`src/hdl/crc8fl_pkg.sv`:
```
// ----------------------------------------------------------------------------
// crc8fl_pkg: shared definitions for the CRC-8 framed link receiver
// CRC constants, command and event codes, and the CRC-8 byte step.
// ----------------------------------------------------------------------------
package crc8fl_pkg;

  localparam logic [7:0] CRC_POLY   = 8'h97;
  localparam logic [7:0] ALL_ONES   = 8'hFF;
  localparam logic [2:0] LEAD_BYTES = 3'd5;
  localparam int         BYTE_W     = 8;
  localparam int         WORD_W     = 32;
  localparam logic [WORD_W-1:0] ADDR_STEP = 32'd4;

  // command byte codes
  localparam logic [7:0] CMD_SET_ADDR = 8'd1;
  localparam logic [7:0] CMD_WRITE    = 8'd2;
  localparam logic [7:0] CMD_ACK      = 8'd3;
  localparam logic [7:0] CMD_RESYNC   = 8'd4;

  // result event codes
  typedef enum logic [2:0] {
    EV_ADDR_SET  = 3'd0,
    EV_WRITE     = 3'd1,
    EV_ACK       = 3'd2,
    EV_RESYNC    = 3'd3,
    EV_OOB       = 3'd4,
    EV_CHECK_ERR = 3'd5,
    EV_RX_ERR    = 3'd6,
    EV_REMOTE_RST = 3'd7
  } event_t;

  // Divide one byte eight times by the polynomial, MSB first
  function automatic logic [7:0] crc_tab(input logic [7:0] v);
    logic [7:0] r;
    r = v;
    for (int i = 0; i < 8; i++) begin
      if (r[7]) begin
        r = {r[6:0], 1'b0} ^ CRC_POLY;
      end else begin
        r = {r[6:0], 1'b0};
      end
    end
    return r;
  endfunction

endpackage

```
`src/hdl/crc8_framed_link_receiver.sv`:
```
// ----------------------------------------------------------------------------
// crc8_framed_link_receiver: byte-wide receiver for six-byte CRC-8 frames
// The result for a check byte (or an errored byte) is registered and shown
// on the master side in the cycle after its transfer. Throughput: one byte
// per cycle while results are taken; a stalled result holds s_tready low.
// Reset (rst, synchronous) enters reset mode with a cleared check and write
// address; the frame byte store is not cleared.
// ----------------------------------------------------------------------------
module crc8_framed_link_receiver
  import crc8fl_pkg::*;
(
  input  logic        clk,
  input  logic        rst,
  input  logic        s_tvalid,
  output logic        s_tready,
  input  logic [7:0]  s_tdata,   // [7:0] rx_byte
  input  logic [0:0]  s_tuser,   // [0] rx_error
  output logic        m_tvalid,
  input  logic        m_tready,
  output logic [79:0] m_tdata,   // [31:0] address, [63:32] word,
                                 // [71:64] checksum, [79:72] command
  output logic [2:0]  m_tuser    // [2:0] event_res
);

  // state
  logic              in_reset_mode, in_reset_mode_next;
  logic [2:0]        byte_position, byte_position_next;
  logic [7:0]        seed_check, seed_check_next;     // T[running check]
  logic [7:0]        partial_check, partial_check_next;
  logic [7:0]        frame_bytes [5];
  logic [WORD_W-1:0] write_address, write_address_next;

  logic              accept;
  logic [7:0]        rx_byte;
  logic              rx_error;
  logic [2:0]        pos;
  logic [7:0]        seed_use;
  logic              frame_we;
  logic              all_ff;
  logic [WORD_W-1:0] word;
  logic [7:0]        cmd;
  logic              emit;
  event_t            ev;
  logic [WORD_W-1:0] res_address;
  logic [WORD_W-1:0] res_word;
  logic [7:0]        res_check;
  logic [7:0]        res_cmd;

  assign rx_byte  = s_tdata;
  assign rx_error = s_tuser[0];
  assign s_tready = !m_tvalid || m_tready;
  assign accept   = s_tvalid && s_tready;

  assign word = {frame_bytes[4], frame_bytes[3], frame_bytes[2], frame_bytes[1]};
  assign cmd  = frame_bytes[0];

  // whole-frame 0xFF detect on the check byte
  always_comb begin
    all_ff = (rx_byte == ALL_ONES);
    for (int i = 0; i < 5; i++) begin
      if (frame_bytes[i] != ALL_ONES) begin
        all_ff = 1'b0;
      end
    end
  end

  // decode one received byte
  always_comb begin
    in_reset_mode_next = in_reset_mode;
    byte_position_next = byte_position;
    seed_check_next    = seed_check;
    partial_check_next = partial_check;
    write_address_next = write_address;
    frame_we           = 1'b0;
    emit               = 1'b0;
    ev                 = EV_RX_ERR;
    res_address        = '0;
    res_word           = '0;
    res_check          = '0;
    res_cmd            = '0;
    pos                = (byte_position > LEAD_BYTES) ? 3'd0 : byte_position;
    seed_use           = seed_check;

    if (in_reset_mode) begin
      pos      = 3'd0;
      seed_use = crc_tab(8'd0);
    end

    if (in_reset_mode && rx_byte == ALL_ONES) begin
      // skip filler bytes in reset mode
    end else begin
      if (in_reset_mode) begin
        in_reset_mode_next = 1'b0;
        seed_check_next    = seed_use;
        byte_position_next = 3'd0;
      end
      if (rx_error) begin
        byte_position_next = 3'd0;
        emit               = 1'b1;
        ev                 = EV_RX_ERR;
      end else if (pos < LEAD_BYTES) begin
        frame_we           = 1'b1;
        partial_check_next = crc_tab(((pos == 3'd0) ? seed_use : partial_check) ^ rx_byte);
        byte_position_next = pos + 3'd1;
      end else begin
        byte_position_next = 3'd0;
        emit               = 1'b1;
        if (all_ff) begin
          in_reset_mode_next = 1'b1;
          ev                 = EV_REMOTE_RST;
        end else begin
          seed_check_next = crc_tab(partial_check);
          res_word        = word;
          res_check       = partial_check;
          res_cmd         = cmd;
          if (partial_check != rx_byte) begin
            ev = EV_CHECK_ERR;
          end else begin
            unique case (cmd)
              CMD_SET_ADDR: begin
                ev                 = EV_ADDR_SET;
                write_address_next = word;
                res_address        = word;
              end
              CMD_WRITE: begin
                ev                 = EV_WRITE;
                res_address        = write_address;
                write_address_next = write_address + ADDR_STEP;
              end
              CMD_ACK: begin
                ev        = EV_ACK;
                res_check = frame_bytes[1];
              end
              CMD_RESYNC: begin
                ev = EV_RESYNC;
              end
              default: begin
                ev = EV_OOB;
              end
            endcase
          end
        end
      end
    end
  end

  // hold decode state
  always_ff @(posedge clk) begin
    if (rst) begin
      in_reset_mode <= 1'b1;
      byte_position <= 3'd0;
      seed_check    <= crc_tab(8'd0);
      partial_check <= 8'd0;
      write_address <= '0;
    end else if (accept) begin
      in_reset_mode <= in_reset_mode_next;
      byte_position <= byte_position_next;
      seed_check    <= seed_check_next;
      partial_check <= partial_check_next;
      write_address <= write_address_next;
    end
  end

  // store the leading frame bytes
  always_ff @(posedge clk) begin
    if (accept && frame_we) begin
      frame_bytes[pos] <= rx_byte;
    end
  end

  // result register: load on an emitting transfer, drop once taken
  always_ff @(posedge clk) begin
    if (rst) begin
      m_tvalid <= 1'b0;
    end else if (accept && emit) begin
      m_tvalid <= 1'b1;
    end else if (m_tready) begin
      m_tvalid <= 1'b0;
    end
  end

  always_ff @(posedge clk) begin
    if (accept && emit) begin
      m_tdata <= {res_cmd, res_check, res_word, res_address};
      m_tuser <= ev;
    end
  end

`ifndef NO_ASSERTIONS
  a_pos_range: assert property (@(posedge clk) disable iff (rst)
    byte_position <= LEAD_BYTES)
    else $error("byte position out of range");

  a_reset_mode_pos: assert property (@(posedge clk) disable iff (rst)
    in_reset_mode |-> byte_position == 3'd0)
    else $error("frame position moved in reset mode");

  a_remote_rst: assert property (@(posedge clk) disable iff (rst)
    (accept && emit && ev == EV_REMOTE_RST) |=> in_reset_mode)
    else $error("remote reset did not enter reset mode");

  a_result_held: assert property (@(posedge clk) disable iff (rst)
    (m_tvalid && !m_tready) |=> (m_tvalid && $stable(m_tdata) && $stable(m_tuser)))
    else $error("stalled result changed");
`endif

endmodule
```
`config.mk`:
```
export PLATFORM = sky130hd
export DESIGN_NAME = crc8_framed_link_receiver
export DESIGN_NICKNAME = d
export VERILOG_FILES = /design/src/hdl/crc8fl_pkg.sv /design/src/hdl/crc8_framed_link_receiver.sv
export SDC_FILE = /design/constraint.sdc
export NUM_CORES = 1
export LEC_CHECK = 0
export BUFFER_PORTS_ARGS = -buffer_cell sky130_fd_sc_hd__buf_2
export CAP_MARGIN = 20
export CORE_UTILIZATION = 35
export CTS_BUF_LIST = sky130_fd_sc_hd__clkbuf_4
export DETAILED_ROUTE_END_ITERATION = 8
export GPL_TIMING_DRIVEN = 0
export PLACE_DENSITY = 0.5
export SYNTH_ARGS = -nofsm -noshare
export SYNTH_HDL_FRONTEND = slang
export SYNTH_SLANG_ARGS = --single-unit
```
`constraint.sdc`:
```
create_clock -name clk -period 4.5 [get_ports clk]
set_input_delay 0.45 -clock clk [delete_from_list [all_inputs] [get_ports clk]]
set_output_delay 0.45 -clock clk [all_outputs]
set_load 0.005 [all_outputs]
```
==> metrics.cfg <==
[setup_path]
cpMaxStageDelayCell = xnor3_1
critPathRequiredTime_ns = 4.95
setup.worst_path.start_class = register
crit_path_end_kind = register
cpMostUsedCell = nand2_1
cp.arrival_ns = 3.73
critPathTopFamily = XOR/XNOR gates
path_cells = clkbuf_1 -> nor2_1 -> nand2_1 -> ha_1 -> buf_2 -> nand2_1 -> nor3_1 -> a311oi_1 -> xnor2_1 -> xnor3_1 -> nand2_1 -> a21oi_1
critical_path_class = register to register
crit_buf_inv = 2
cp_max_fo = 10
slowest_delay_ns = 0.50

[clocking]
cts_max_path_buffers = 2
root_buffer = clkbuf_4
postCtsHoldBufs = 0
numCtsBuffers = 17
postCtsSetupBuffers = 0
cts_resized = 0
cts_max_level = 4
clk_pin_slew_ns = 0.15
cts_sinks = 176
cts_tree = yes
clock_latency_ns = 0.59

[yosys]
synth_warnings = 0
yosysMostFrequentCell = edfxtp_1
syn_nets = 824
ys.flop_type = edfxtp_1
async_reset_ff_frac = 0
yosysUniqueCellTypes = 56
synth_commonest_cells = edfxtp_1, nor2_1, nand2_1
avgSynthCellArea_um2 = 10.4
netlist_area_mm2 = 0.00844
synth_edf_count = 123
ys_seq_area_frac = 0.563
syn_inst = 808
ys_seq_elements = 176
netlist.top_cell.by_area = edfxtp_1
synth_top_area_share = 0.438
synthTopCellsByArea = edfxtp_1, dfxtp_1, nor2_1

[power_and_ir_drop]
p_switching_uw = 708
seqPwrFrac = 0.620
vdd_drop_max_v = 0.000126
p_comb_frac = 0.085
p_sw_frac = 0.247
internal_power_uw = 2150
p_per_area_mw_per_mm2 = 298
pwr-share-clk = 0.295
p_leak_uw = 0.00343

[global_routing]
grt_use_met1 = 0.286
gr-total-overflow = 0
grt.busiest_layer = met2
grt_pass1_wl_um = 38500
grt_usage = 0.212
grt_max_degree = 48
use_met3 = 0.0306
antenna_found_initial = 2
use_met2 = 0.357
first_global_vias = 6408

[die]
start_util = 0.358
die-area_mm2 = 0.0247
dieHeight_um = 157
coreArea_mm2 = 0.0235
die_w_um = 157
row_count = 56
pin_count = 98

[drt]
first_pass_iters = 8
first_iter_violations = 619
routed-via-count = 6799
drt-wirelength-per-cell_um = 20.2
routed_wl_um = 25500
vias_per_cell = 5.40
final_antenna_net_count = 0
drc = 0

[outcome]
status = completed

[hold_path]
hp-class = input port to register

[timing]
setup_slack_ns = 1.22
max_slew.worst_pin.slew_ns = 1.01
post-route-min-period_ns = 3.28
setup_violations = 0
setup_tns_ns = 0
hold_ws_ns = 0.167
clock_skew_ns = 0.0323
slew_headroom = 0.320
rsz0062_at_grt = false
drv_slew = 0
hold_viol = 0
clock.fmax_mhz = 305
fin_crit_sh = 0.729

[cells_and_area]
seqCellArea_mm2 = 0.00475
layout.cells.non_filler = 1260
finalNetCount = 942
syn_to_final_growth_pct = 14.0
num-fill-cells = 2411
final_core_util = 0.409
multi_input_area_mm2 = 0.00339
final_layout_size_suffix_gt1_frac = 0.171

[place]
pre_cts_ws_ns = 1.22
place_congestion = 0.842
place_inst = 1225
hpwl_um = 18200
portBuffers = 97

[run]
maxCapViolCount = 0

cells by family (layout without fill, tap and decap cells):
family / after synthesis / in the layout / share of synthesized area
DFF: 176 / 176 / 0.563
AOI/OAI and AO/OA: 189 / 189 / 0.145
buffers and inverters: 66 / 197 / 0.0356
adders and majority gates: 3 / 3 / 0.00445
other: 0 / 2 / 0
xor gates and xnor gates: 45 / 45 / 0.0565
muxes: 8 / 8 / 0.00949
and+or+nand+nor: 321 / 321 / 0.186
final timing paths:
kind	startpoint	end	slack, ns	cells after the start
setup reg to reg	in_reset_mode	partial_check[2]	1.22	12
hold / removal	m_tready	m_tvalid	0.17	3
hold reg to reg	write_address[1]	write_address[1]	0.47	2
setup / recovery	in_reset_mode	partial_check[2]	1.22	12
area by class of cell:
type / count / area share
Buffer: 58 / 0.0281
Antenna cell: 2 / 0.000520
Sequential cell: 176 / 0.494
Inverter: 8 / 0.00338
Tap cell: 319 / 0.0415
Clock buffer: 21 / 0.0164
Clock inverter: 11 / 0.00962
Multi-Input combinational cell: 566 / 0.352
Timing Repair Buffer: 99 / 0.0541
through the flow:
step           power (uW)  cell area, um2
3_3_place_gp         2060            9320
3_5_place_dp         2050            9360
6_report             2860            9620
4_1_cts              2890            9610
5_1_grt              2980            9620
2_1_floorplan        1960            8440
routing by layer:
metal  vias up  part of all wire
met5         -                 0
met4         0             0.012
li1       3227                 -
met3        25             0.043
met2       201              0.49
met1      3346              0.45
state kept, by name, indices dropped and copies added, names as in the netlist:
| name | cells |
|---|---|
| m_tdata | 80 |
| m_tuser | 3 |
| frame_bytes | 40 |
| write_address | 32 |
| in_reset_mode | 1 |
| m_tvalid | 1 |
| byte_position | 3 |
| partial_check | 8 |
| seed_check | 8 |
tightest hold or removal path, stage by stage:
cell and delay [ns]:
buf_2 0.07, nand2b_1 0.13, a21oi_1 0.07
power groups by stage:
| stage | Combinational, uW | Clock (uW) | Sequential, uW |
|---|---|---|---|
| after floorplan | 150 | 0 | 1810 |
| after global placement | 240 | 0 | 1820 |
| after detailed placement | 243 | 0 | 1810 |
| after CTS | 244 | 869 | 1780 |
| after global routing | 267 | 938 | 1780 |
| final | 244 | 845 | 1770 |
placed cells by master, fill, tap and decap left out, types with 3 or more instances in the layout:
cell	instances
a21o_1	4
nor2b_1	8
clkbuf_4	22
buf_2	109
edfxtp_1	123
or3_1	7
o21ai_1	11
clkbuf_1	40
a22o_1	4
o21ai_0	32
mux2i_1	8
a21oi_1	48
nand2_1	79
a211oi_1	9
nand3_1	22
nor2_1	92
o22ai_1	3
clkinv_1	3
nor3_1	24
a31oi_1	10
buf_6	4
a22oi_1	42
o31ai_1	9
nor4_1	3
nand4_1	19
dfxtp_1	53
xnor2_1	31
ha_1	3
and3_1	45
inv_1	7
xnor3_1	6
xor2_1	8
nand2b_1	4
(Power assumes the default switching activity.)
